### src/rtl/ecr_pkg.sv
package ecr_pkg;

  // fixed field widths and queue depth
  localparam int unsigned IDX_W   = 5;
  localparam int unsigned CFG_W   = 6;
  localparam int unsigned SET_W   = 32;
  localparam int unsigned Q_DEPTH = 2;

  // command codes on the input channel
  localparam logic [1:0] CMD_ADD   = 2'd0;
  localparam logic [1:0] CMD_QUERY = 2'd1;
  localparam logic [1:0] CMD_CLEAR = 2'd2;

  // classified operation handed to the back end
  typedef enum logic [1:0] {
    OP_NONE,
    OP_ADD,
    OP_QUERY,
    OP_CLEAR
  } op_t;

  typedef struct packed {
    op_t              op;
    logic             err;
    logic [IDX_W-1:0] src;
    logic [IDX_W-1:0] dst;
  } job_t;

  typedef struct packed {
    logic [SET_W-1:0] closure;
    logic             err;
  } result_t;

  typedef enum logic [1:0] {
    BK_IDLE,
    BK_ADD,
    BK_QUERY
  } bk_state_t;

endpackage

### src/rtl/epsilon_closure_reachability.sv
// channel   dir   handshake              payload
// in_       in    in_tvalid/in_tready    tuser command, tdata from_state, to_state
// out_      out   out_tvalid/out_tready  tdata closure_set, tuser error
// cfg_      in    cfg_wr_en              cfg_wr_data num_states
//
// into an idle back end, clear, error and unknown commands are answered straight
// from the idle state and add is answered after a row read, then a write back
// a query reads one edge row per reached state, a row is merged into the reach
// register before the next state of a chain can be read
// reset clears all edges at once through per-row valid bits and sets num_states to 32
// a 2-entry queue decouples intake from the back end, the output register holds
// a result while out_tready is low
module epsilon_closure_reachability
  import ecr_pkg::*;
#(
  parameter int unsigned MAX_NODES = 32
) (
  input  logic             clk,
  input  logic             rst_n,
  input  logic             in_tvalid,
  output logic             in_tready,
  input  logic [15:0]      in_tdata,   // from_state, to_state, zero pad
  input  logic [1:0]       in_tuser,   // command
  output logic             out_tvalid,
  input  logic             out_tready,
  output logic [SET_W-1:0] out_tdata,  // closure_set
  output logic [0:0]       out_tuser,  // error
  input  logic             cfg_wr_en,
  input  logic [CFG_W-1:0] cfg_wr_data
);

  localparam int unsigned CNT_W = $clog2(MAX_NODES + 1);

  logic [CFG_W-1:0] num_states_r;
  logic [CNT_W-1:0] act_cnt;
  job_t             front_job;
  job_t             q_job;
  logic             q_full;
  logic             q_empty;
  logic             q_pop;
  logic             res_valid;
  result_t          res;

  // state count register
  always_ff @(posedge clk) begin
    if (!rst_n) begin
      num_states_r <= 6'd32;
    end else if (cfg_wr_en) begin
      num_states_r <= cfg_wr_data;
    end
  end

  // active count is num_states capped at the matrix size
  assign act_cnt = (int'(num_states_r) > int'(MAX_NODES)) ? CNT_W'(MAX_NODES)
                                                           : CNT_W'(num_states_r);

  assign in_tready = !q_full;

  ecr_front #(
    .CNT_W (CNT_W)
  ) u_front (
    .in_cmd  (in_tuser),
    .in_src  (in_tdata[IDX_W-1:0]),
    .in_dst  (in_tdata[2*IDX_W-1:IDX_W]),
    .act_cnt (act_cnt),
    .job     (front_job)
  );

  ecr_queue u_queue (
    .clk      (clk),
    .rst_n    (rst_n),
    .push     (in_tvalid && in_tready),
    .push_job (front_job),
    .full     (q_full),
    .pop      (q_pop),
    .pop_job  (q_job),
    .empty    (q_empty)
  );

  ecr_back #(
    .MAX_NODES (MAX_NODES),
    .CNT_W     (CNT_W)
  ) u_back (
    .clk       (clk),
    .rst_n     (rst_n),
    .act_cnt   (act_cnt),
    .q_empty   (q_empty),
    .q_job     (q_job),
    .q_pop     (q_pop),
    .res_valid (res_valid),
    .res_ready (out_tready),
    .res       (res)
  );

  assign out_tvalid = res_valid;
  assign out_tdata  = res.closure;
  assign out_tuser  = res.err;

endmodule

### src/rtl/ecr_front.sv
module ecr_front
  import ecr_pkg::*;
#(
  parameter int unsigned CNT_W = 6
) (
  input  logic [1:0]       in_cmd,
  input  logic [IDX_W-1:0] in_src,
  input  logic [IDX_W-1:0] in_dst,
  input  logic [CNT_W-1:0] act_cnt,
  output job_t             job
);

  logic src_ok;
  logic dst_ok;

  // range checks against the active state count
  assign src_ok = int'(in_src) < int'(act_cnt);
  assign dst_ok = int'(in_dst) < int'(act_cnt);

  // classify the command, out of range indexes become error results
  always_comb begin
    job.src = in_src;
    job.dst = in_dst;
    job.err = 1'b0;
    job.op  = OP_NONE;
    case (in_cmd)
      CMD_ADD: begin
        if (src_ok && dst_ok) job.op = OP_ADD;
        else job.err = 1'b1;
      end
      CMD_QUERY: begin
        if (src_ok) job.op = OP_QUERY;
        else job.err = 1'b1;
      end
      CMD_CLEAR: begin
        job.op = OP_CLEAR;
      end
      default: begin
        job.op = OP_NONE;
      end
    endcase
  end

endmodule

### src/rtl/ecr_queue.sv
module ecr_queue
  import ecr_pkg::*;
(
  input  logic clk,
  input  logic rst_n,
  input  logic push,
  input  job_t push_job,
  output logic full,
  input  logic pop,
  output job_t pop_job,
  output logic empty
);

  localparam int unsigned PTR_W = $clog2(Q_DEPTH);
  localparam int unsigned CNT_W = $clog2(Q_DEPTH + 1);

  job_t             slot_r [Q_DEPTH];
  logic [PTR_W-1:0] wr_ptr_r;
  logic [PTR_W-1:0] wr_ptr_nxt;
  logic [PTR_W-1:0] rd_ptr_r;
  logic [PTR_W-1:0] rd_ptr_nxt;
  logic [CNT_W-1:0] cnt_r;
  logic [CNT_W-1:0] cnt_nxt;

  assign full    = (cnt_r == CNT_W'(Q_DEPTH));
  assign empty   = (cnt_r == '0);
  assign pop_job = slot_r[rd_ptr_r];

  // pointer and fill count update
  always_comb begin
    wr_ptr_nxt = wr_ptr_r;
    rd_ptr_nxt = rd_ptr_r;
    cnt_nxt    = cnt_r;
    if (push) begin
      wr_ptr_nxt = (wr_ptr_r == PTR_W'(Q_DEPTH - 1)) ? '0 : wr_ptr_r + 1'b1;
    end
    if (pop) begin
      rd_ptr_nxt = (rd_ptr_r == PTR_W'(Q_DEPTH - 1)) ? '0 : rd_ptr_r + 1'b1;
    end
    if (push && !pop) cnt_nxt = cnt_r + 1'b1;
    else if (pop && !push) cnt_nxt = cnt_r - 1'b1;
  end

  always_ff @(posedge clk) begin
    if (!rst_n) begin
      wr_ptr_r <= '0;
      rd_ptr_r <= '0;
      cnt_r    <= '0;
    end else begin
      wr_ptr_r <= wr_ptr_nxt;
      rd_ptr_r <= rd_ptr_nxt;
      cnt_r    <= cnt_nxt;
    end
  end

  // entry storage
  always_ff @(posedge clk) begin
    if (push) slot_r[wr_ptr_r] <= push_job;
  end

endmodule

### src/rtl/ecr_back.sv
module ecr_back
  import ecr_pkg::*;
#(
  parameter int unsigned MAX_NODES = 32,
  parameter int unsigned CNT_W     = 6
) (
  input  logic             clk,
  input  logic             rst_n,
  input  logic [CNT_W-1:0] act_cnt,
  input  logic             q_empty,
  input  job_t             q_job,
  output logic             q_pop,
  output logic             res_valid,
  input  logic             res_ready,
  output result_t          res
);

  localparam int unsigned NODE_W = $clog2(MAX_NODES);
  localparam logic [MAX_NODES-1:0] ONE = {{(MAX_NODES - 1){1'b0}}, 1'b1};

  // edge matrix, one row per source state
  logic [MAX_NODES-1:0] mem [MAX_NODES];
  logic [MAX_NODES-1:0] row_vld_r;
  logic [MAX_NODES-1:0] rd_data_r;
  logic                 rd_hit_r;

  logic                 rd_en;
  logic [NODE_W-1:0]    rd_addr;
  logic                 wr_en;
  logic [NODE_W-1:0]    wr_addr;
  logic [MAX_NODES-1:0] wr_data;
  logic                 clr_all;

  bk_state_t            state_r;
  bk_state_t            state_nxt;
  logic [MAX_NODES-1:0] reach_r;
  logic [MAX_NODES-1:0] reach_nxt;
  logic [MAX_NODES-1:0] done_r;
  logic [MAX_NODES-1:0] done_nxt;
  logic                 rd_pend_r;
  logic                 rd_pend_nxt;
  logic [NODE_W-1:0]    src_r;
  logic [NODE_W-1:0]    src_nxt;
  logic [NODE_W-1:0]    dst_r;
  logic [NODE_W-1:0]    dst_nxt;
  result_t              res_r;
  result_t              res_nxt;
  logic                 res_vld_r;
  logic                 res_vld_nxt;

  logic [MAX_NODES-1:0] keep;
  logic [MAX_NODES-1:0] row;
  logic [MAX_NODES-1:0] pend;
  logic [NODE_W-1:0]    pick_idx;
  logic                 slot_free;
  logic [63:0]          reach_wide;

  assign res_valid  = res_vld_r;
  assign res        = res_r;
  assign slot_free  = !res_vld_r || res_ready;
  assign row        = rd_hit_r ? rd_data_r : '0;
  assign pend       = reach_r & ~done_r;
  assign reach_wide = 64'(reach_r);

  // mask of states below the active count
  always_comb begin
    for (int i = 0; i < MAX_NODES; i++) begin
      keep[i] = (i < int'(act_cnt));
    end
  end

  // lowest reached state whose row is not yet fetched
  always_comb begin
    pick_idx = '0;
    for (int i = MAX_NODES - 1; i >= 0; i--) begin
      if (pend[i]) pick_idx = NODE_W'(i);
    end
  end

  // sequencer: next state, memory access and result
  always_comb begin
    state_nxt   = state_r;
    reach_nxt   = reach_r;
    done_nxt    = done_r;
    rd_pend_nxt = 1'b0;
    src_nxt     = src_r;
    dst_nxt     = dst_r;
    res_nxt     = res_r;
    res_vld_nxt = res_vld_r && !res_ready;
    q_pop       = 1'b0;
    rd_en       = 1'b0;
    rd_addr     = src_r;
    wr_en       = 1'b0;
    wr_addr     = src_r;
    wr_data     = row | (ONE << dst_r);
    clr_all     = 1'b0;
    case (state_r)
      BK_IDLE: begin
        if (!q_empty && slot_free) begin
          q_pop   = 1'b1;
          src_nxt = NODE_W'(q_job.src);
          dst_nxt = NODE_W'(q_job.dst);
          case (q_job.op)
            OP_ADD: begin
              rd_en     = 1'b1;
              rd_addr   = NODE_W'(q_job.src);
              state_nxt = BK_ADD;
            end
            OP_QUERY: begin
              reach_nxt = ONE << NODE_W'(q_job.src);
              done_nxt  = '0;
              state_nxt = BK_QUERY;
            end
            OP_CLEAR: begin
              clr_all         = 1'b1;
              res_vld_nxt     = 1'b1;
              res_nxt.closure = '0;
              res_nxt.err     = 1'b0;
            end
            default: begin
              res_vld_nxt     = 1'b1;
              res_nxt.closure = '0;
              res_nxt.err     = q_job.err;
            end
          endcase
        end
      end
      BK_ADD: begin
        // row read issued from idle, write it back with the new edge
        if (slot_free) begin
          wr_en           = 1'b1;
          res_vld_nxt     = 1'b1;
          res_nxt.closure = '0;
          res_nxt.err     = 1'b0;
          state_nxt       = BK_IDLE;
        end
      end
      BK_QUERY: begin
        // merge the row that arrived, fetch the next pending one
        if (rd_pend_r) reach_nxt = reach_r | (row & keep);
        if (pend != '0) begin
          rd_en       = 1'b1;
          rd_addr     = pick_idx;
          done_nxt    = done_r | (ONE << pick_idx);
          rd_pend_nxt = 1'b1;
        end else if (!rd_pend_r && slot_free) begin
          res_vld_nxt     = 1'b1;
          res_nxt.closure = reach_wide[SET_W-1:0];
          res_nxt.err     = 1'b0;
          state_nxt       = BK_IDLE;
        end
      end
      default: begin
        state_nxt = BK_IDLE;
      end
    endcase
  end

  // control registers
  always_ff @(posedge clk) begin
    if (!rst_n) begin
      state_r   <= BK_IDLE;
      rd_pend_r <= 1'b0;
      res_vld_r <= 1'b0;
    end else begin
      state_r   <= state_nxt;
      rd_pend_r <= rd_pend_nxt;
      res_vld_r <= res_vld_nxt;
    end
  end

  // payload registers
  always_ff @(posedge clk) begin
    reach_r <= reach_nxt;
    done_r  <= done_nxt;
    src_r   <= src_nxt;
    dst_r   <= dst_nxt;
    res_r   <= res_nxt;
  end

  // row valid bits, cleared together by reset or the clear command
  always_ff @(posedge clk) begin
    if (!rst_n || clr_all) begin
      row_vld_r <= '0;
    end else if (wr_en) begin
      row_vld_r[wr_addr] <= 1'b1;
    end
  end

  // edge memory, registered read
  always_ff @(posedge clk) begin
    if (wr_en) mem[wr_addr] <= wr_data;
    if (rd_en) begin
      rd_data_r <= mem[rd_addr];
      rd_hit_r  <= row_vld_r[rd_addr];
    end
  end

endmodule

### config.mk
export PLATFORM = sky130hd
export DESIGN_NAME = epsilon_closure_reachability
export DESIGN_NICKNAME = d
export VERILOG_FILES = /design/src/rtl/ecr_pkg.sv /design/src/rtl/epsilon_closure_reachability.sv /design/src/rtl/ecr_front.sv /design/src/rtl/ecr_queue.sv /design/src/rtl/ecr_back.sv
export SDC_FILE = /design/constraint.sdc
export NUM_CORES = 2
export LEC_CHECK = 0
export ABC_AREA = 1
export BUFFER_PORTS_ARGS = -buffer_cell sky130_fd_sc_hd__buf_2
export CORE_ASPECT_RATIO = 0.8
export CORE_UTILIZATION = 50
export CTS_BUF_LIST = sky130_fd_sc_hd__clkbuf_16
export DETAILED_ROUTE_END_ITERATION = 7
export PLACE_DENSITY = 0.73
export SYNTH_ARGS = -nofsm -noshare
export SYNTH_HDL_FRONTEND = slang
export SYNTH_SLANG_ARGS = --single-unit
export TNS_END_PERCENT = 5
### constraint.sdc
create_clock -name clk -period 4.9 [get_ports clk]
set_input_delay 0.245 -clock clk [delete_from_list [all_inputs] [get_ports clk]]
set_output_delay 0.245 -clock clk [all_outputs]
set_load 0.05 [all_outputs]
After elaboration in Yosys (flattened, before gate mapping) --
Memories as Yosys holds them, arrays and structs flattened. A register that Yosys moved wholly into a read port is not among the register bits. Cells that the tools add are included.
Cells by class: add/subtract/negate cells 4, magnitude comparators 38, equality and inequality tests 17, shift operators 3, mux-type cells 95, bitwise logic cells 7, reductions and logical operators 32
Operators with widths (count):
- 32-bit 2-to-1 mux | 7
- 5-bit 2-to-1 mux | 35
- 33-bit 2-to-1 mux | 4
- 32-bit OR | 4
- 32-bit one-hot mux with 2 select lines | 2
- 33-bit one-hot mux with 3 select lines | 1
- 5-bit by 6-bit less-than comparator with 1-bit output (first input constant) | 16
- 1-bit by 5-bit << shifter with 32-bit output (first input constant) | 3
- 33-bit one-hot mux with 2 select lines | 1
- 32-bit bitwise AND | 2
- 4-bit by 6-bit less-than comparator with 1-bit output (first input constant) | 8
- 32-bit NOT | 1
- 32-bit nonzero test | 1
- 1-bit 2-to-1 mux | 28
- 3-bit by 6-bit less-than comparator with 1-bit output (first input constant) | 4
- 2-bit 2-to-1 mux | 7
- 1-bit by 6-bit less-than comparator with 1-bit output (first input constant) | 2
- 2-bit by 6-bit less-than comparator with 1-bit output (first input constant) | 2
- 5-bit by 6-bit less-than comparator with 1-bit output | 2
- 5-bit by 6-bit less-than comparator with 1-bit output (second input constant) | 2
- 2-bit one-hot mux with 3 select lines | 2
- 2-bit == test (second input constant) | 5
- 2-bit by 1-bit != test with 1-bit output (second input constant) | 5
- 5-bit one-hot mux with 2 select lines | 1
- other kinds (25) | 51
Word-level totals: flip-flop bits (word level) 154, memory bits (writable) 1050, input bits 29, memories kept 2
Memory list:
- u_back.mem | words 32, bits a word 32, read ports 1, clocked after Yosys merged registers in 1, write ports 1, RTL line ecr_back.sv:22 | logic [MAX_NODES-1:0] mem [MAX_NODES];
- u_queue.slot_r | words 2, bits a word 13, read ports 1, clocked after Yosys merged registers in 1, write ports 1, RTL line ecr_queue.sv:17 | job_t slot_r [Q_DEPTH];

Depth between registers and ports, before layout --
word-level depth 38, mapped depth 45, mapped depth without buffers 43

Cells and area by module --
A second synthesis with hierarchy kept.
Second synthesis, totals: cells, all modules 5340, area total of the unflattened synthesis 55092.8 um^2
Modules (own cells, without submodules):
- ecr_back | times used 1, cells each 5147, area each 53204.8 um^2, sequential area each 35674.2 um^2
- ecr_queue | times used 1, cells each 75, area each 1203.7 um^2, sequential area each 880.8 um^2
- ecr_front | times used 1, cells each 68, area each 390.4 um^2, sequential area each 0.0 um^2
- epsilon_closure_reachability | times used 1, cells each 50, area each 294.0 um^2, sequential area each 120.1 um^2

Least setup slack after synthesis --
No wires, ideal clock.
kind register -> register, start point reg u_back.reach_r[19], end point reg u_back.res_r, in the netlist u_back.res[0], enable pin, setup time 0.423 ns, data arrival time 2.953 ns, required time 4.477 ns, path slack 1.524 ns, stages on the path, launching flop included 12, path buffers 0, path through edfxtp_1 > nand2_1 > nand2_1 > nor2_1 > nand2_1 > nor2_1 > inv_1 > nor2_1 > nor2_1 > nor4_1 > o21ai_0 > nor2_1
Between the ends: cells in the longest elaborated chain, start to end 4
Ends and longest elaborated chain:
- from (decl) | RTL line ecr_back.sv:36 | logic [MAX_NODES-1:0] reach_r;
- from (signal assigned) | RTL line ecr_back.sv:174 | reach_r <= reach_nxt;
- 32-bit bitwise AND | RTL line ecr_back.sv:62 | assign pend = reach_r & ~done_r;
- 32-bit nonzero test | RTL line ecr_back.sv:141 | if (pend != '0) begin
- 2-bit != test (no source line)
- 6-bit AND reduction (no source line)
- to (signal assigned) | RTL line ecr_back.sv:178 | res_r <= res_nxt;
- to (decl) | RTL line ecr_back.sv:46 | result_t res_r;
Every way passes these cells. A chain may end at the register's enable or synchronous reset.

Worst setup path in the final report --
start point reg u_back.done_r[31], end point reg u_back.rd_data_r[15], read port of u_back.mem (data pin)
Between the ends: cells in the longest elaborated chain, start to end 36, elaborated cells between the ends (all ways) 39, classes of those cells mux: 36; bitwise: 2; reduce/logical: 1
Ends and longest elaborated chain:
- from (decl) | RTL line ecr_back.sv:38 | logic [MAX_NODES-1:0] done_r;
- from (signal assigned) | RTL line ecr_back.sv:175 | done_r <= done_nxt;
- 32-bit NOT * | RTL line ecr_back.sv:62
- 32-bit bitwise AND * | RTL line ecr_back.sv:62
- 5-bit 2-to-1 mux (32 in series) | RTL line ecr_back.sv:76 | if (pend[i]) pick_idx = NODE_W'(i);
- 5-bit 2-to-1 mux | RTL line ecr_back.sv:141
- 5-bit one-hot mux with 2 select lines | RTL line ecr_back.sv:97 | case (state_r)
- to (decl) | RTL line ecr_back.sv:24 | logic [MAX_NODES-1:0] rd_data_r;
Every way passes the cells marked *; elsewhere a longest branch is shown, timed or not.

==> flow_summary.ini <==
[timing]
slew_viol_final = 0
finalSetupViolations = 0
slew_headroom = 0.110
fin_setup_tns_ns = 0
hold_viol = 0
final.min_clock_period_ns = 4.22
skew_ns = 0.0289
fmax_mhz = 237
rsz0062_at_grt = no
post-route-period-util = 0.862
tightest_slew_ns = 1.34

[setup_path]
rr_startpoint = u_back.done_r[31]
critPathMostFrequentCell = nand2_1
required_ns = 5.39
end_kind = register
critical_path_class = reg -> reg
path_max_fanout = 64
cp_slowest_cell = buf_4
crit_family = simple AND/OR/NAND/NOR gates
worst-path-buf-inv = 2
worstReg2RegEnd = u_back.rd_data_r[15]
rrSetupSlack_ns = 0.68
reg2regPathDepth = 42
cp_slowest_stage_delay_ns = 0.48
crit_arrival_ns = 4.71
startpoint_type = register

[global_routing]
grt_pass1_vias = 37575
overflow = 0
grt_max_degree = 153
grt_use_total = 0.282
antenna_found_initial = 4
grt_first_pass_wirelength_um = 233000

[cts]
cts.sinks = 1237
cts-root-buf = clkbuf_16
insertion_delay_ns = 0.74
cts_tree = built
numCtsBuffers = 115
cts.path.max_buffers = 3
cts-htree-levels = 3
clkSlewWorstSetupHoldPaths_ns = 0.07
cts.repair.resized = 0

[final_layout]
multi_input_area_um2 = 14400
nNetsFinal = 5379
regArea_um2 = 36700
drive_gt1_frac = 0.0795
fillers = 8780
fin_area_um2 = 61200
instances_no_fill = 6865
area_growth_pct = 11.7

[floorplan]
start_util = 0.505
die_h_um = 298
die_x_um = 372
coreArea_um2 = 109000
ioPinCount = 64
die_area_um2 = 111000
rows = 108

[routing]
wirelength_um = 157000
drt_iter0_drc = 6193
drc = 0
wire_per_inst_um = 22.9
drtPass1Iterations = 6
avgViaCountPerCell = 5.80
final_antenna_net_count = 0
routed-via-count = 39837

[synthesis]
synth_warnings = 0
ys_seq_area_frac = 0.670
synth_cells = 5300
synth_commonest_cells = 1268 x nand2_1, 1190 x edfxtp_1, 1145 x nand3_1
ys_top_cells_by_area = edfxtp_1 65%, nand3_1 10%, nand2_1 8.7%, inv_1 4.9%, nand3b_1 2.3%
synth_nets = 5345
yosysTopAreaCellShare = 0.653
syn_avg_cell_area_um2 = 10.3
yosys_register_bits = 1237
yosysMostFrequentCell = nand2_1
syn_area_um2 = 54700
synth_area_leader_cell = edfxtp_1
synth-main-ff-cell = edfxtp_1
synth-edff-count = 1190
async_reset_ff_frac = 0
synth_cell_type_count = 36

[run]
maxCapViolCount = 0

[placed_design]
place_area_um2 = 57200
placed_cells_incl_taps = 6619
io_buffers = 57
place_congestion = 0.939
dp_hpwl_um = 86900

[worst_hold_path]
min_path_type = in -> reg
holdPathEnd = u_queue.cnt_r[0]
hold_start = in_tvalid
holdPathStages = 5

[run_status]
status = completed
==> cell usage in the layout, fill, tap and decap left out, types with 47 or more instances in the layout <==
| cell type | instances |
|---|---|
| nand3b_1 | 165 |
| a21oi_1 | 61 |
| buf_2 | 57 |
| clkbuf_16 | 115 |
| inv_1 | 742 |
| dfxtp_1 | 47 |
| o21ai_0 | 51 |
| nor2_1 | 188 |
| nand2_1 | 1266 |
| nand3_1 | 1145 |
| buf_4 | 116 |
| edfxtp_1 | 1190 |
==> registers in the layout (all words and copies together), names as in the netlist, named ones only <==
register          flops
u_back.mem         1024
u_back.res           33
u_back.done_r        32
u_back.rd_data_r     32
u_back.reach_r       32
u_back.row_vld_r     32
u_queue.slot_r       26
num_states_r          6
u_back.dst_r          5
u_back.src_r          5
u_back.state_r        2
u_queue.cnt_r         2
u_back.rd_hit_r       1
u_back.rd_pend_r      1
u_back.res_valid      1
u_queue.rd_ptr_r      1
u_queue.wr_ptr_r      1
==> metal layers <==
metal | part of all wire | track usage
met5 | 0.00015 | 0
met4 | 0.035 | 0.0952
met3 | 0.13 | 0.0707
met2 | 0.45 | 0.421
met1 | 0.39 | 0.402
==> worst max-delay path by stage <==
| stage | cells past startpoint | to | slack (ns) | from |
|---|---|---|---|---|
| after global placement | 42 | u_back.rd_data_r[17] | 0.74 | u_back.done_r[31] |
| after global routing | 41 | u_back.rd_data_r[30] | 0.20 | u_back.done_r[31] |
| after detailed placement | 42 | u_back.rd_data_r[15] | 0.75 | u_back.done_r[31] |
| after floorplan | 11 | u_back.res[0] | 1.52 | u_back.reach_r[19] |
| after CTS | 42 | u_back.rd_data_r[15] | 0.67 | u_back.done_r[31] |
| final | 42 | u_back.rd_data_r[15] | 0.68 | u_back.done_r[31] |
==> cell families (layout without fill, tap and decap cells) <==
logic type      after synthesis  count (layout)  share of synthesized area
buf+inv                    1029            1163                     0.0742
simple gates               2828            2828                      0.233
fa+ha+maj                    16              16                    0.00366
flops                      1237            1237                      0.670
compound gates              190             190                     0.0197
other cells                   0               1                          0
==> layout make-up <==
class | instances | area share
antenna | 1 | 0.0000409
clock buffer | 115 | 0.0470
clock inverter | 102 | 0.0124
inverter | 720 | 0.0444
multi-input combinational | 3034 | 0.236
sequential | 1237 | 0.600
tap | 1430 | 0.0293
timing repair buffer | 226 | 0.0317
==> tightest hold or removal path, stage by stage <==
cell	delay, ns
buf_2	0.07
nand2_1	0.07
inv_1	0.09
ha_1	0.17
a21oi_1	0.08
==> stage by stage <==
stage / hold slack (ns) / setup WS [ns] / util
3_5_place_dp: 0.455 / 0.750 / 0.528
2_1_floorplan: 0.344 / 1.52 / -
3_3_place_gp: 0.440 / 0.741 / 0.528
4_1_cts: 0.0287 / 0.675 / 0.564
5_1_grt: 0.0925 / 0.199 / 0.564
6_report: 0.0618 / 0.677 / 0.564
==> timing repair <==
action | in CTS | in global routing
setup endpoints to repair | 0 | 0
hold buffers | 28 | 0
buffers inserted | 0 | 0
hold endpoints to repair | 39 | 0
Power is left out: the tool's default activity adds up to more than one toggle a clock period on the data nets, which glitch-free logic cannot reach.
